==> config.mk <==
export PLATFORM = sky130hd
export DESIGN_NAME = adpu_queue
export DESIGN_NICKNAME = d
export VERILOG_FILES = /design/src/rtl/adpu_pkg.sv /design/src/rtl/adpu_queue.sv
export SDC_FILE = /design/constraint.sdc
export NUM_CORES = 1
export LEC_CHECK = 0
export BUFFER_PORTS_ARGS = -buffer_cell sky130_fd_sc_hd__buf_2
export CAP_MARGIN = 20
export CORE_MARGIN = 5
export CORE_UTILIZATION = 40
export CTS_BUF_LIST = sky130_fd_sc_hd__clkbuf_4
export DETAILED_ROUTE_END_ITERATION = 10
export GPL_TIMING_DRIVEN = 0
export PLACE_DENSITY = 0.7
export SETUP_SLACK_MARGIN = 0.3
export SLEW_MARGIN = 25
export SYNTH_ARGS = -nofsm -noshare
export SYNTH_HDL_FRONTEND = slang
export SYNTH_SLANG_ARGS = --single-unit
==> constraint.sdc <==
create_clock -name i_clk -period 12.4 [get_ports i_clk]
set_input_delay 0 -clock i_clk [delete_from_list [all_inputs] [get_ports i_clk]]
set_output_delay 0 -clock i_clk [all_outputs]
set_load 0.02 [all_outputs]
==> src/rtl/adpu_pkg.sv <==
// ----------------------------------------------------------------------------
// adpu_pkg: shared types and constants for the AArch64 data-processing unit
// Holds instruction class codes, field constants and the decode record.
// ----------------------------------------------------------------------------
`default_nettype none

package adpu_pkg;

    localparam int unsigned NUM_REGS   = 31;
    localparam int unsigned REG_W      = 64;
    localparam int unsigned QUEUE_DEPTH = 2;

    localparam logic [2:0] IMM_FIXED  = 3'b100;
    localparam logic [2:0] REG_FIXED  = 3'b101;
    localparam logic [2:0] OPI_ADDSUB = 3'b010;
    localparam logic [2:0] OPI_MOVW   = 3'b101;
    localparam logic [4:0] ZERO_REG   = 5'b11111;

    typedef enum logic [3:0] {
        OP_ADDSUB,
        OP_MOVN,
        OP_MOVZ,
        OP_MOVK,
        OP_LOGIC,
        OP_MADD,
        OP_BAD
    } t_op;

    // Decoded instruction passed from front to back.
    typedef struct packed {
        t_op         op;
        logic        sf;
        logic [1:0]  opc;
        logic [4:0]  rd;
        logic [4:0]  rn;      // first source (movk: rd)
        logic [4:0]  rm;
        logic [4:0]  ra;
        logic        use_imm; // second operand is immediate
        logic [63:0] imm;     // add immediate or wide-move operand
        logic [5:0]  shamt;
        logic [1:0]  shtype;
        logic        negb;    // logic: invert b; madd: subtract
        logic [63:0] keep;    // movk mask of bits kept
    } t_dec;

endpackage

`default_nettype wire

==> src/rtl/adpu_queue.sv <==
// ----------------------------------------------------------------------------
// adpu_queue: decoupling queue
// Small register FIFO of decoded transactions between front and back.
// ----------------------------------------------------------------------------
`default_nettype none

module adpu_queue
    import adpu_pkg::*;
#(
    parameter int unsigned DEPTH = QUEUE_DEPTH
) (
    input  wire logic i_clk,
    input  wire logic i_rst_n,
    input  wire logic i_push,
    input  t_dec      i_data,
    output logic      o_full,
    input  wire logic i_pop,
    output logic      o_valid,
    output t_dec      o_data
);

    localparam int unsigned AW = (DEPTH > 1) ? $clog2(DEPTH) : 1;

    t_dec             r_mem [DEPTH];
    logic [AW-1:0]    r_wp, r_rp;
    logic [AW:0]      r_cnt;

    assign o_full  = (r_cnt == (AW+1)'(DEPTH));
    assign o_valid = (r_cnt != '0);
    assign o_data  = r_mem[r_rp];

    always_ff @(posedge i_clk) begin
        if (!i_rst_n) begin
            r_wp  <= '0;
            r_rp  <= '0;
            r_cnt <= '0;
        end else begin
            if (i_push) begin
                r_wp <= (r_wp == AW'(DEPTH-1)) ? '0 : r_wp + 1'b1;
            end
            if (i_pop) begin
                r_rp <= (r_rp == AW'(DEPTH-1)) ? '0 : r_rp + 1'b1;
            end
            r_cnt <= r_cnt + (AW+1)'(i_push) - (AW+1)'(i_pop);
        end
        if (i_push) begin
            r_mem[r_wp] <= i_data;
        end
    end

endmodule

`default_nettype wire

==> impl_metrics.env, run 1 <==
export IMPL_synth_area_leaders="edfxtp_1, mux2_2, buf_6, dfxtp_1, and2_1"
export IMPL_outcome="stopped before the end"
export IMPL_synth_cell_types=13
export IMPL_top_level_ports=336
export IMPL_syn_instance_count=534
export IMPL_synth_top_area_frac=0.8128
export IMPL_syn_nets=705
export IMPL_postCtsHoldBufs=284
export IMPL_ys_seq_area_frac=0.8210
export IMPL_hpwl_mm=17.96
export IMPL_synth_cell_area_um2=12190
export IMPL_yosys_warnings=0
export IMPL_clockBufferDepth=3
export IMPL_root_buffer="clkbuf_4"
export IMPL_die_h_um=184.6
export IMPL_preCtsSetupSlack_ns=10.41
export IMPL_cts_buffers=87
export IMPL_synth_top_area_cell="edfxtp_1"
export IMPL_error_line="[ERROR RSZ-0060] Max buffer count reached."
export IMPL_post_cts_buffers=0
export IMPL_synth_seq_cells=335
export IMPL_syn_area_per_cell_um2=22.83
export IMPL_stop_stage="4_1_cts"
export IMPL_gp_congestion=0.7270
export IMPL_start_util=0.4017
export IMPL_place_port_buffers=335
export IMPL_htree_levels=3
export IMPL_rows=64
export IMPL_cts_resized=0
export IMPL_clock_sinks=335
export IMPL_dp_cells=1277
export IMPL_die_w_um=184.6
## metrics by stage
stage	instance area, um2	util
detailed placement	14690	0.4840
floorplan	12190	-
global placement	14360	0.4733
## cells in the mapped netlist (all sizes together)
library cell	count
edfxtp	330
xnor3	1
or2	1
nor2b	4
ha	2
xor2	1
o21a	1
buf	18
inv	2
dfxtp	5
mux2	165
and2	4
## logic make-up after synthesis
| group | count (synthesis) | synth area share |
|---|---|---|
| flops | 335 | 0.8210 |
| simple gates | 9 | 0.004618 |
| buf+inv | 20 | 0.01673 |
| mux | 165 | 0.1524 |
| compound gates | 1 | 0.0006160 |
| fa+ha+maj | 2 | 0.002052 |
| xor+xnor | 2 | 0.002566 |
==> run 2, diff against run 1 <==
--- a/config.mk
+++ b/config.mk
@@ -8,12 +8,10 @@
 export BUFFER_PORTS_ARGS = -buffer_cell sky130_fd_sc_hd__buf_2
 export CAP_MARGIN = 20
 export CORE_MARGIN = 5
-export CORE_UTILIZATION = 40
-export CTS_BUF_LIST = sky130_fd_sc_hd__clkbuf_4
+export CORE_UTILIZATION = 25
 export DETAILED_ROUTE_END_ITERATION = 10
 export GPL_TIMING_DRIVEN = 0
-export PLACE_DENSITY = 0.7
-export SETUP_SLACK_MARGIN = 0.3
+export PLACE_DENSITY_LB_ADDON = 0.15
 export SLEW_MARGIN = 25
 export SYNTH_ARGS = -nofsm -noshare
 export SYNTH_HDL_FRONTEND = slang
==> impl_metrics.env, run 2 <==
export IMPL_top_level_ports=336
export IMPL_hpwl_mm=20.13
export IMPL_synth_seq_cells=335
export IMPL_critPathRequiredTime_ns=12.40
export IMPL_cp_arrival_ns=1.90
export IMPL_synth_top_area_cell="edfxtp_1"
export IMPL_maxSlewHeadroom=0.6271
export IMPL_grt_use_total=0.1085
export IMPL_rows=81
export IMPL_clock_sinks=335
export IMPL_end_kind="output pin"
export IMPL_finalHoldViolations=0
export IMPL_cp_num_buf_inv=3
export IMPL_regMostFlops="r_mem"
export IMPL_dpl_cell_area_um2=15010
export IMPL_grt_pass1_vias=7595
export IMPL_cts_clk_slew_worst_paths_ns=0.06
export IMPL_tightest_slew_ns=0.5582
export IMPL_powerDensity_nw_per_um2=153.7
export IMPL_synth_top_area_frac=0.8128
export IMPL_start_util=0.2511
export IMPL_fill_cells=4663
export IMPL_setup_viol=0
export IMPL_fin_area_um2=17840
export IMPL_preCtsSetupSlack_ns=10.46
export IMPL_grt_pass1_wl_mm=44.76
export IMPL_cp_common_cell="buf_6"
export IMPL_synth_cell_types=13
export IMPL_die_h_um=230.8
export IMPL_final_cell_mix="buf_2, edfxtp_1, dlygate4sd3_1, mux2_2, clkbuf_16"
export IMPL_yosys_warnings=0
export IMPL_firstDrtPassIters=4
export IMPL_cts_buffers=39
export IMPL_viasPerCell=3.980
export IMPL_drt_initial_drc_count=187
export IMPL_synthArstFlopShare=0
export IMPL_finClkSkew_ns=0.009679
export IMPL_fp_dieArea_um2=53280
export IMPL_die_w_um=230.8
export IMPL_finalCriticalPeriod_ns=1.896
export IMPL_core_area_um2=48550
export IMPL_antenna_found_initial=1
export IMPL_place_port_buffers=335
export IMPL_postCtsHoldBufs=169
export IMPL_vias=6914
export IMPL_gp_congestion=0.6893
export IMPL_syn_area_per_cell_um2=22.83
export IMPL_cp_slowest_cell="dfxtp_1"
export IMPL_final_common_cell="buf_2"
export IMPL_synth_ff_type="edfxtp_1"
export IMPL_cp_max_fo=10
export IMPL_critical_path_class="register to output pin"
export IMPL_fmax_mhz=527.4
export IMPL_n_antenna_cell=0
export IMPL_worst_path_dominant_cell_family="buffers and inverters"
export IMPL_synth_enable_flop_cells=330
export IMPL_largest_reg_flops=330
export IMPL_leakagePower_nw=6.679
export IMPL_antenna_left=0
export IMPL_syn_to_final_growth_pct=46.36
export IMPL_cp_slowest_stage_delay_ns=0.37
export IMPL_wl_per_cell_um=17.12
export IMPL_routed_wl_mm=29.74
export IMPL_cp_cell_sequence="buf_6, buf_6, mux2_2, buf_2"
export IMPL_yosysMostFrequentCell="edfxtp_1"
export IMPL_outcome="finished clean"
export IMPL_cts_tree="done"
export IMPL_cap_violations=0
export IMPL_layout_top_registers="r_mem x330, r_cnt x2"
export IMPL_gr_total_overflow=0
export IMPL_synth_area_leaders="edfxtp_1, mux2_2, buf_6, dfxtp_1, and2_1"
export IMPL_hold_class="primary input to register"
export IMPL_cts_resized=0
export IMPL_htree_levels=2
export IMPL_start_kind="register"
export IMPL_ys_seq_area_frac=0.8210
export IMPL_clockBufferDepth=3
export IMPL_post_cts_buffers=0
export IMPL_syn_instance_count=534
export IMPL_final_nets=1264
export IMPL_syn_nets=705
export IMPL_ir_drop_uv=89.26
export IMPL_finalMaxSlewViolations=0
export IMPL_setup_ws_ns=10.50
export IMPL_rsz0062_at_grt="false"
export IMPL_synth_cell_area_um2=12190
export IMPL_grt_max_degree=40
export IMPL_drive_above_1_share=0.5211
export IMPL_min_period_over_period=0.1529
export IMPL_root_buffer="clkbuf_16"
export IMPL_clk_latency_ns=0.54
export IMPL_ys_top_cells_by_count="edfxtp_1, mux2_2, buf_6"
export IMPL_drc_errors=0
## run 2: kinds of logic after synthesis
kind of cell	Yosys count	synth area share
buffers and inverters	20	0.01673
AND/OR/NAND/NOR	9	0.004618
adder cells (fa/ha/maj)	2	0.002052
AO/OA/AOI/OAI	1	0.0006160
multiplexers	165	0.1524
XOR/XNOR	2	0.002566
flip-flops	335	0.8210
## run 2: report_power, final
group	internal, W	switching (W)
sequential	0.00131	0.0000116
combinational	0.000177	0.000203
clock	0.000619	0.000422
## run 2: layout make-up
class | instances | area, um2 | area share
Tap cell | 622 | 778.2 | 0.04362
Buffer | 18 | 196.4 | 0.01101
Clock inverter | 10 | 68.82 | 0.003857
Clock buffer | 53 | 1071 | 0.06002
Multi-Input combinational cell | 179 | 1988 | 0.1114
Sequential cell | 335 | 10010 | 0.5610
Timing Repair Buffer | 518 | 3724 | 0.2087
Inverter | 2 | 7.507 | 0.0004207
## run 2: metal layers
metal / routed length [um] / vias up / GRT usage
met1: 12830 / 3386 / 0.1363
li1: - / 3250 / -
met2: 13780 / 228 / 0.1733
met4: 653 / 2 / 0.03065
met5: 13 / - / 0
met3: 2465 / 48 / 0.04489
## run 2: worst paths after layout
path | to | slack, ns | startpoint | cells past startpoint
max | o_data[42] | 10.50 | register | 4
min | r_mem[1][86] | 0.19 | i_data[86] | 2
max reg2reg | r_mem[0][19] | 10.51 | r_wp | 5
min reg2reg | r_rp | 0.58 | r_rp | 2
## run 2: stage by stage
stage	util	hold WS, ns	TNS (ns)	power [W]	instances
after global routing	0.3676	0.1597	0	0.002878	1737
after floorplan	-	0.09887	0	0.001552	534
after detailed placement	0.3092	0.1914	0	0.001691	1505
final	0.3676	0.1942	0	0.002743	1737
after CTS	0.3676	0.1319	0	0.002806	1737
after global placement	0.3017	0.1886	-308.92	0.001694	1491
Power figures use the tool's default switching activity.
