File: config.mk
export PLATFORM = sky130hd
export DESIGN_NAME = adpu_decode
export DESIGN_NICKNAME = d
export VERILOG_FILES = /design/src/rtl/adpu_pkg.sv /design/src/rtl/adpu_decode.sv
export SDC_FILE = /design/constraint.sdc
export NUM_CORES = 1
export LEC_CHECK = 0
export ABC_AREA = 1
export ABC_CLOCK_PERIOD_IN_PS = 1500
export BUFFER_PORTS_ARGS = -buffer_cell sky130_fd_sc_hd__buf_2
export CAP_MARGIN = 20
export CORE_AREA = 2 2 76 78
export DETAILED_ROUTE_END_ITERATION = 8
export DIE_AREA = 0 0 78 80
export PLACE_DENSITY_LB_ADDON = 0.05
export SETUP_SLACK_MARGIN = 0.02
export SYNTH_ARGS = -nofsm -noshare
export SYNTH_HDL_FRONTEND = slang
export SYNTH_SLANG_ARGS = --single-unit
File: constraint.sdc
create_clock -name vclk -period 1.5
set_input_delay 0.225 -clock vclk [all_inputs]
set_output_delay 0.225 -clock vclk [all_outputs]
set_load 0.005 [all_outputs]
File: src/rtl/adpu_pkg.sv
// ----------------------------------------------------------------------------
// adpu_pkg: shared types and constants for the AArch64 data-processing unit
// Holds instruction class codes, field constants and the decode record.
// ----------------------------------------------------------------------------
`default_nettype none

package adpu_pkg;

    localparam int unsigned NUM_REGS   = 31;
    localparam int unsigned REG_W      = 64;
    localparam int unsigned QUEUE_DEPTH = 2;

    localparam logic [2:0] IMM_FIXED  = 3'b100;
    localparam logic [2:0] REG_FIXED  = 3'b101;
    localparam logic [2:0] OPI_ADDSUB = 3'b010;
    localparam logic [2:0] OPI_MOVW   = 3'b101;
    localparam logic [4:0] ZERO_REG   = 5'b11111;

    typedef enum logic [3:0] {
        OP_ADDSUB,
        OP_MOVN,
        OP_MOVZ,
        OP_MOVK,
        OP_LOGIC,
        OP_MADD,
        OP_BAD
    } t_op;

    // Decoded instruction passed from front to back.
    typedef struct packed {
        t_op         op;
        logic        sf;
        logic [1:0]  opc;
        logic [4:0]  rd;
        logic [4:0]  rn;      // first source (movk: rd)
        logic [4:0]  rm;
        logic [4:0]  ra;
        logic        use_imm; // second operand is immediate
        logic [63:0] imm;     // add immediate or wide-move operand
        logic [5:0]  shamt;
        logic [1:0]  shtype;
        logic        negb;    // logic: invert b; madd: subtract
        logic [63:0] keep;    // movk mask of bits kept
    } t_dec;

endpackage

`default_nettype wire

File: src/rtl/adpu_decode.sv
// ----------------------------------------------------------------------------
// adpu_decode: instruction classifier
// Purely combinational decode of one instruction word into a t_dec record.
// ----------------------------------------------------------------------------
`default_nettype none

module adpu_decode
    import adpu_pkg::*;
(
    input  wire logic        i_func,
    input  wire logic [31:0] i_iw,
    output t_dec             o_dec
);

    logic [1:0] hw;
    logic [63:0] wide;

    always_comb begin
        hw   = i_iw[22:21];
        wide = 64'(i_iw[20:5]) << {hw, 4'b0000};
        o_dec         = '0;
        o_dec.op      = OP_BAD;
        o_dec.sf      = i_iw[31];
        o_dec.opc     = i_iw[30:29];
        o_dec.rd      = i_iw[4:0];
        o_dec.rn      = i_iw[9:5];
        o_dec.rm      = i_iw[20:16];
        o_dec.ra      = i_iw[14:10];
        o_dec.shamt   = i_iw[15:10];
        o_dec.shtype  = i_iw[23:22];
        o_dec.imm     = wide;
        o_dec.keep    = ~(64'hFFFF << {hw, 4'b0000});
        if (!i_func) begin
            if (i_iw[28:26] == IMM_FIXED) begin
                if (i_iw[25:23] == OPI_ADDSUB) begin
                    o_dec.op      = OP_ADDSUB;
                    o_dec.use_imm = 1'b1;
                    o_dec.shamt   = '0;
                    o_dec.imm     = i_iw[22] ? 64'(i_iw[21:10]) << 12 : 64'(i_iw[21:10]);
                end else if (i_iw[25:23] == OPI_MOVW) begin
                    if (!(i_iw[30:29] == 2'b01 || (!i_iw[31] && hw[1]))) begin
                        case (i_iw[30:29])
                            2'b00:   o_dec.op = OP_MOVN;
                            2'b10:   o_dec.op = OP_MOVZ;
                            default: o_dec.op = OP_MOVK;
                        endcase
                        o_dec.rn = i_iw[4:0];
                    end
                end
            end
        end else if (i_iw[27:25] == REG_FIXED) begin
            if (i_iw[28]) begin
                if (i_iw[24:21] == 4'b1000 && i_iw[30:29] == 2'b00) begin
                    o_dec.op   = OP_MADD;
                    o_dec.negb = i_iw[15];
                end
            end else if (!(!i_iw[31] && i_iw[15])) begin
                if (!i_iw[24]) begin
                    o_dec.op   = OP_LOGIC;
                    o_dec.negb = i_iw[21];
                end else if (!i_iw[21] && i_iw[23:22] != 2'b11) begin
                    o_dec.op = OP_ADDSUB;
                end
            end
        end
    end

endmodule

`default_nettype wire

Word level (Yosys, flattened, before mapping)
Index checks and enable logic that the tools add are counted.
{ "op_classes": {"n_eq_ne": 8, "shift": 2, "n_mux": 27, "bitwise_logic": 1, "reduce_logical": 8} }
{ "ops": {"columns": ["op", "n"], "rows": [
  ["two-way mux 71 bit", 3],
  ["inverter 64 bit", 1],
  ["left shift 16 x 6 -> 64 bit", 1],
  ["left shift 16 x 6 -> 64 bit (first input constant)", 1],
  ["two-way mux 5 bit", 5],
  ["two-way mux 24 bit", 1],
  ["two-way mux 3 bit", 7],
  ["two-way mux 4 bit", 3],
  ["equality test 3 bit (second input constant)", 3],
  ["two-way mux 1 bit", 6],
  ["equality test 4 bit (second input constant)", 1],
  ["logical AND 1 bit", 4],
  ["one-hot mux 2 bit (2 select lines)", 1],
  ["equality test 3 x 2 -> 1 bit (second input constant)", 1],
  ["equality test 2 x 1 -> 1 bit (second input constant)", 1],
  ["equality test 2 bit (second input constant)", 1],
  ["zero test 1 bit", 2],
  ["zero test 2 bit", 1],
  ["two-way mux 2 bit", 1],
  ["inequality test 2 bit (second input constant)", 1],
  ["logical OR 1 bit", 1]
]} }
{ "totals": {"ff_bits": 0, "inputBits": 33, "elab_cells": 46} }

Longest topological paths before layout
Gate-level depths: netlist (run 1).
{ "logic_depth": {"ltp_word": 8, "depth_mapped": 8, "depth_no_buf": 7} }

Least setup slack after synthesis (run 1)
OpenSTA, ideal clock, no wires.
{ "synth_timing": {"kind": "input to output", "start": "input port i_iw[22]", "end": "output port o_dec[94] in the netlist's numbering", "arrival_ns": 1.068, "t_required_ns": 1.275, "path_slack_ns": 0.207, "stages": 4, "n_path_buf": 1, "cell_sequence": "buf_4 -> inv_2 -> nand2_1 -> o21ai_0"} }
{ "synth_lines": {"columns": ["element", "line_no", "text"], "rows": [
  ["start: declaration", "adpu_decode.sv:11", "input wire logic [31:0] i_iw,"],
  ["end: declaration", "adpu_decode.sv:12", "output t_dec o_dec"]
]} }

==> reports/results.ini, run 1 <==
[timing]
finalSetupViolations=0
hold_slack_ns=0.6331
hold_viol_final=0
finalWorstPathRequiredPeriod_ns=1.482
setup_ws_ns=0.01822
final.period_utilization_pct=98.79
fmax_mhz=674.9
rsz0062_at_grt=true
maxSlewViolCount=0

[placed_design]
dp_hpwl_mm=5.067
dp_slack_ns=0.01321
gp_congestion=0.7757
io_buffers=197

[min_path]
hp-class=in -> out
hold_depth=2

[power]
power_leakage_nw=1.496
intPower_w=0.0002699
total_power_w=0.0005723
pwr_density_cell_nw_per_um2=241.7
p_clk_share_pct=0
power.switching_w=0.0003024
switching_share_pct=52.84
p_seq_share_pct=0
ir_drop_uv=99.03
combinationalPowerShare_pct=100.0

[grt]
gr-total-overflow=0
grt_pass1_wl_mm=9.052
grt_usage_pct=17.56
grt_max_degree=30
antenna_found_initial=0
grt_pass1_vias=1795

[cells_and_area]
post-route-util_pct=43.80
synthToLayoutAreaGrowth_pct=45.99
nFillCells=640
most-common-layout-cells=buf_2 (192), nand2_1 (41), nand3_1 (38), nor2_1 (33), inv_1 (21)
layout-drive-gt1-share_pct=59.25
nFlopsAndLatches=0
clkbuf_count=0
diodes=0
seq_area_um2=0
layout_commonest_cell=buf_2
final_nets=462
multiInputGateArea_um2=863.3

[route]
wl_per_cell_um=12.65
wl_mm=6.312
first_pass_iters=4
via_per_inst=4.361
drtAntennaViolNets=0
num_vias=2176
met3WireLength_um=489
wl_met2_mm=3.288
top_layer_used=met3
wirelength_met1_mm=2.534
drt-initial-drc-count=75
route.detailed.drc=0

[logic_synthesis]
synth_top_area_share_pct=38.89
synth_compound_area_share_pct=8.796
synthesis.nets=332
synth_area_leaders=buf_4 (39%), nand3_1 (12%), nand2_1 (11%)
synth_top_family_by_area=buffers and inverters
avgSynthCellArea_um2=5.423
yosys.area_share.simple_pct=40.12
synth-seq-area-share_pct=0
synthAdderAreaFrac_pct=0
synth.distinct_cells=22
synth_mux_area_share_pct=0
synth_top_area_cell=buf_4
syn_area_um2=1622
syn-instance-count=299
synth_warnings=0
synth_xor_xnor_area_share_pct=0

[worst_setup_path]
worstSetupPathType=in -> out
required_ns=1.27
cp_slowest_stage_delay_ns=0.25
cp_max_fo=8
setup.worst_path.start_class=input pin
crit_buf_inv=4
crit_family=simple AND/OR/NAND/NOR gates
arrival_ns=1.26
crit_path_end_kind=output port
cp_slowest_cell=nor3_4
cp.depth=8
path_cells=buf_8 > nor3_4 > nand2_4 > buf_8 > nand2_4 > buf_6 > nor2_1 > buf_2

[floorplanning]
fp.coreArea_um2=5405
fp-row-count=27
die_w_um=78
ios=198
initial_core_util_pct=30.00
die_h_um=80
die_area_um2=6240

[run_status]
status=finished, final reports clean

[run]
maxCapViolations=0

## worst paths after layout
kind	start	end	slack (ns)
worst max-delay path	i_iw[23]	o_dec[110]	0.02
worst min-delay path	i_iw[31]	o_dec[160]	0.63
## metal layers
metal	global-route usage [%]	up-vias
li1	-	1120
met1	21.54	947
met2	34.83	109
met3	1.697	0
met4	0	0
met5	0	-
## timing repair
item                       4_1_cts  5_1_grt
gates cloned                     0        1
buffers inserted                 0        4
gates resized for setup          1       43
pin swaps                        0        3
hold buffers                     0        0
setup endpoints to repair        5       76
## cells in the mapped netlist, types with 2 or more instances
master and number:
o21ai_1 2, inv_2 2, nand2_1 48, buf_2 7
nor2_1 36, inv_1 24, buf_6 4, buf_4 84
o21ai_0 17, a21oi_1 7, o22ai_1 2, nand3_1 38
nand2_2 2, nor3_1 17, clkbuf_1 2
## power by group through the flow
stage / registers, W / logic, W / clock network [W]
after floorplan: 0 / 0.000353 / 0
final: 0 / 0.000572 / 0
after CTS: 0 / 0.000547 / 0
after global routing: 0 / 0.000634 / 0
after detailed placement: 0 / 0.000544 / 0
after global placement: 0 / 0.000546 / 0
## stage by stage
| step | instances | TNS (ns) | area (um^2) |
|---|---|---|---|
| floorplan | 299 | 0 | 1622 |
| global placement | 494 | 0 | 2202 |
| detailed placement | 494 | 0 | 2202 |
| CTS | 494 | 0 | 2202 |
| global route | 499 | -0.04003 | 2367 |
| finish | 499 | 0 | 2367 |
## cell families (layout without fill, tap and decap cells)
logic type             Yosys count  after routing
and+or+nand+nor                146            146
buffers and inverters          124            252
AOI/OAI and AO/OA               28             28
other                            1              1
## layout make-up
type / count / area share, %
repair buffers: 224 / 54.44
well taps: 72 / 3.805
inverters: 27 / 4.915
repair inverters: 1 / 0.3700
multi-input cells: 175 / 36.47
No activity file was read; power rests on OpenSTA's default activity.
==> inputs of run 2 (changes only) <==
Settings changed: BUFFER_PORTS_ARGS -buffer_cell sky130_fd_sc_hd__buf_2 to default, CORE_AREA 2 2 76 78 to 2 2 77 79, DIE_AREA 0 0 78 80 to 0 0 79 81, DONT_BUFFER_PORTS from default to 1.
==> run 2 against run 1 <==
Wire length is 11% lower. First-iteration DRC count is 76% lower. Global-route usage is 1.3 points lower. Via count is 31% lower. Sequential cell count stayed put. Sequential share of layout area stayed put. Hold slack worse by 0.18 ns. Critical path type unchanged. Largest power group unchanged.
==> reports/results.ini, run 2 (synthesis gave the netlist of run 1 again) <==
[worst_setup_path]
worstSetupPathType=in -> out
required_ns=1.27
cp_max_fo=13
setup.worst_path.start_class=input pin
crit_path_end_kind=output port
arrival_ns=1.13

[route]
wirelength_met1_mm=2.366
wl_per_cell_um=18.59
num_vias=1493
wl_met2_mm=2.763
drt-initial-drc-count=18
via_per_inst=4.944
met3WireLength_um=484
first_pass_iters=4
drtAntennaViolNets=0
top_layer_used=met3
route.detailed.drc=0
wl_mm=5.615

[timing]
finalWorstPathRequiredPeriod_ns=1.355
rsz0062_at_grt=true
finalSetupViolations=0
maxSlewViolCount=0
hold_slack_ns=0.4500
setup_ws_ns=0.1451
fin_setup_tns_ns=0
final.period_utilization_pct=90.33
hold_viol_final=0
fmax_mhz=738.0

[power]
pwr_density_cell_nw_per_um2=221.8
power_leakage_nw=0.6438
ir_drop_uv=45.53

[grt]
gr-total-overflow=0
grt_max_degree=23
antenna_found_initial=0
grt_usage_pct=16.30
grt_pass1_wl_mm=8.314
grt_pass1_vias=1474

[floorplanning]
die_area_um2=6399
fp-row-count=28
die_w_um=79
die_h_um=81
fp.coreArea_um2=5675
ios=198
initial_core_util_pct=28.57

[min_path]
hold_depth=0
hp-class=in -> out
min_from=i_iw[17]
whs_endpoint=o_dec[144]

[cells_and_area]
layout_commonest_cell=nand2_1
synthToLayoutAreaGrowth_pct=-24.92
post-route-util_pct=21.45
layout-drive-gt1-share_pct=14.98
most-common-layout-cells=nand2_1 (48), nand3_1 (38), nor2_1 (36), inv_1 (24), buf_4 (23)
diodes=0
multiInputGateArea_um2=802.0
nFlopsAndLatches=0
clkbuf_count=0
design_area_um2=1217
seq_area_um2=0
final_nets=262
nFillCells=696

[placed_design]
io_buffers=0
gp_congestion=0.7153
dp_slack_ns=0.1093
place_area_um2=1210
dp_hpwl_mm=4.408

[cts]
postCtsSetupBuffers=0
cts.hold.buffers_added=0

[run]
maxCapViolations=0

[run_status]
status=finished, final reports clean

[run 2: cell types whose count changed in the layout (fill, tap and decap cells not counted), sizes merged]
cell	change
clkinv	-1
buf	-199
[run 2: metal layers]
metal	global-route usage, %	vias up
met1	20.74	670
li1	-	717
met3	3.333	0
met5	0	-
met2	30.17	106
met4	0	0
[run 2: how the worst max path moves through the flow]
stage / cells past startpoint / startpoint / slack (ns) / end
2_1_floorplan: 4 / i_iw[22] / 0.21 / o_dec[94]
3_3_place_gp: 8 / i_iw[26] / 0.12 / o_dec[88]
3_5_place_dp: 8 / i_iw[26] / 0.11 / o_dec[94]
4_1_cts: 8 / i_iw[26] / 0.10 / o_dec[94]
5_1_grt: 8 / i_iw[26] / 0.02 / o_dec[86]
6_report: 8 / i_iw[26] / 0.15 / o_dec[94]
[run 2: through the flow]
stage,std cells,power [W]
6_report,302,0.0002700
5_1_grt,302,0.0003081
4_1_cts,302,0.0002726
3_5_place_dp,302,0.0002717
3_3_place_gp,302,0.0002741
2_1_floorplan,299,0.0003530
[run 2: timing repair]
action,4_1_cts,5_1_grt
resized for setup,0,2
setup endpoints to repair,0,10
hold endpoints to repair,0,0
[run 2: power breakdown]
group / internal, W / leakage [nW] / switching [W] / total (W)
sequential: 0 / 0 / 0 / 0
combinational: 0.0000893 / 0.644 / 0.000181 / 0.000270
clock: 0 / 0 / 0 / 0
total: 0.0000893 / 0.644 / 0.000181 / 0.000270
[run 2: final cells by class]
| class | count | share of cell area, % |
|---|---|---|
| multi-input cells | 175 | 65.88 |
| repair buffers | 25 | 17.47 |
| inverters | 27 | 8.941 |
| well taps | 75 | 7.708 |
[run 2: worst max-delay path, cell delays in order]
cell and delay, ns:
inv_1 0.05, nand2_1 0.08, nor2_4 0.14, nand2_4 0.09, buf_4 0.20, nand2_1 0.09, o21ai_0 0.09, buf_4 0.15
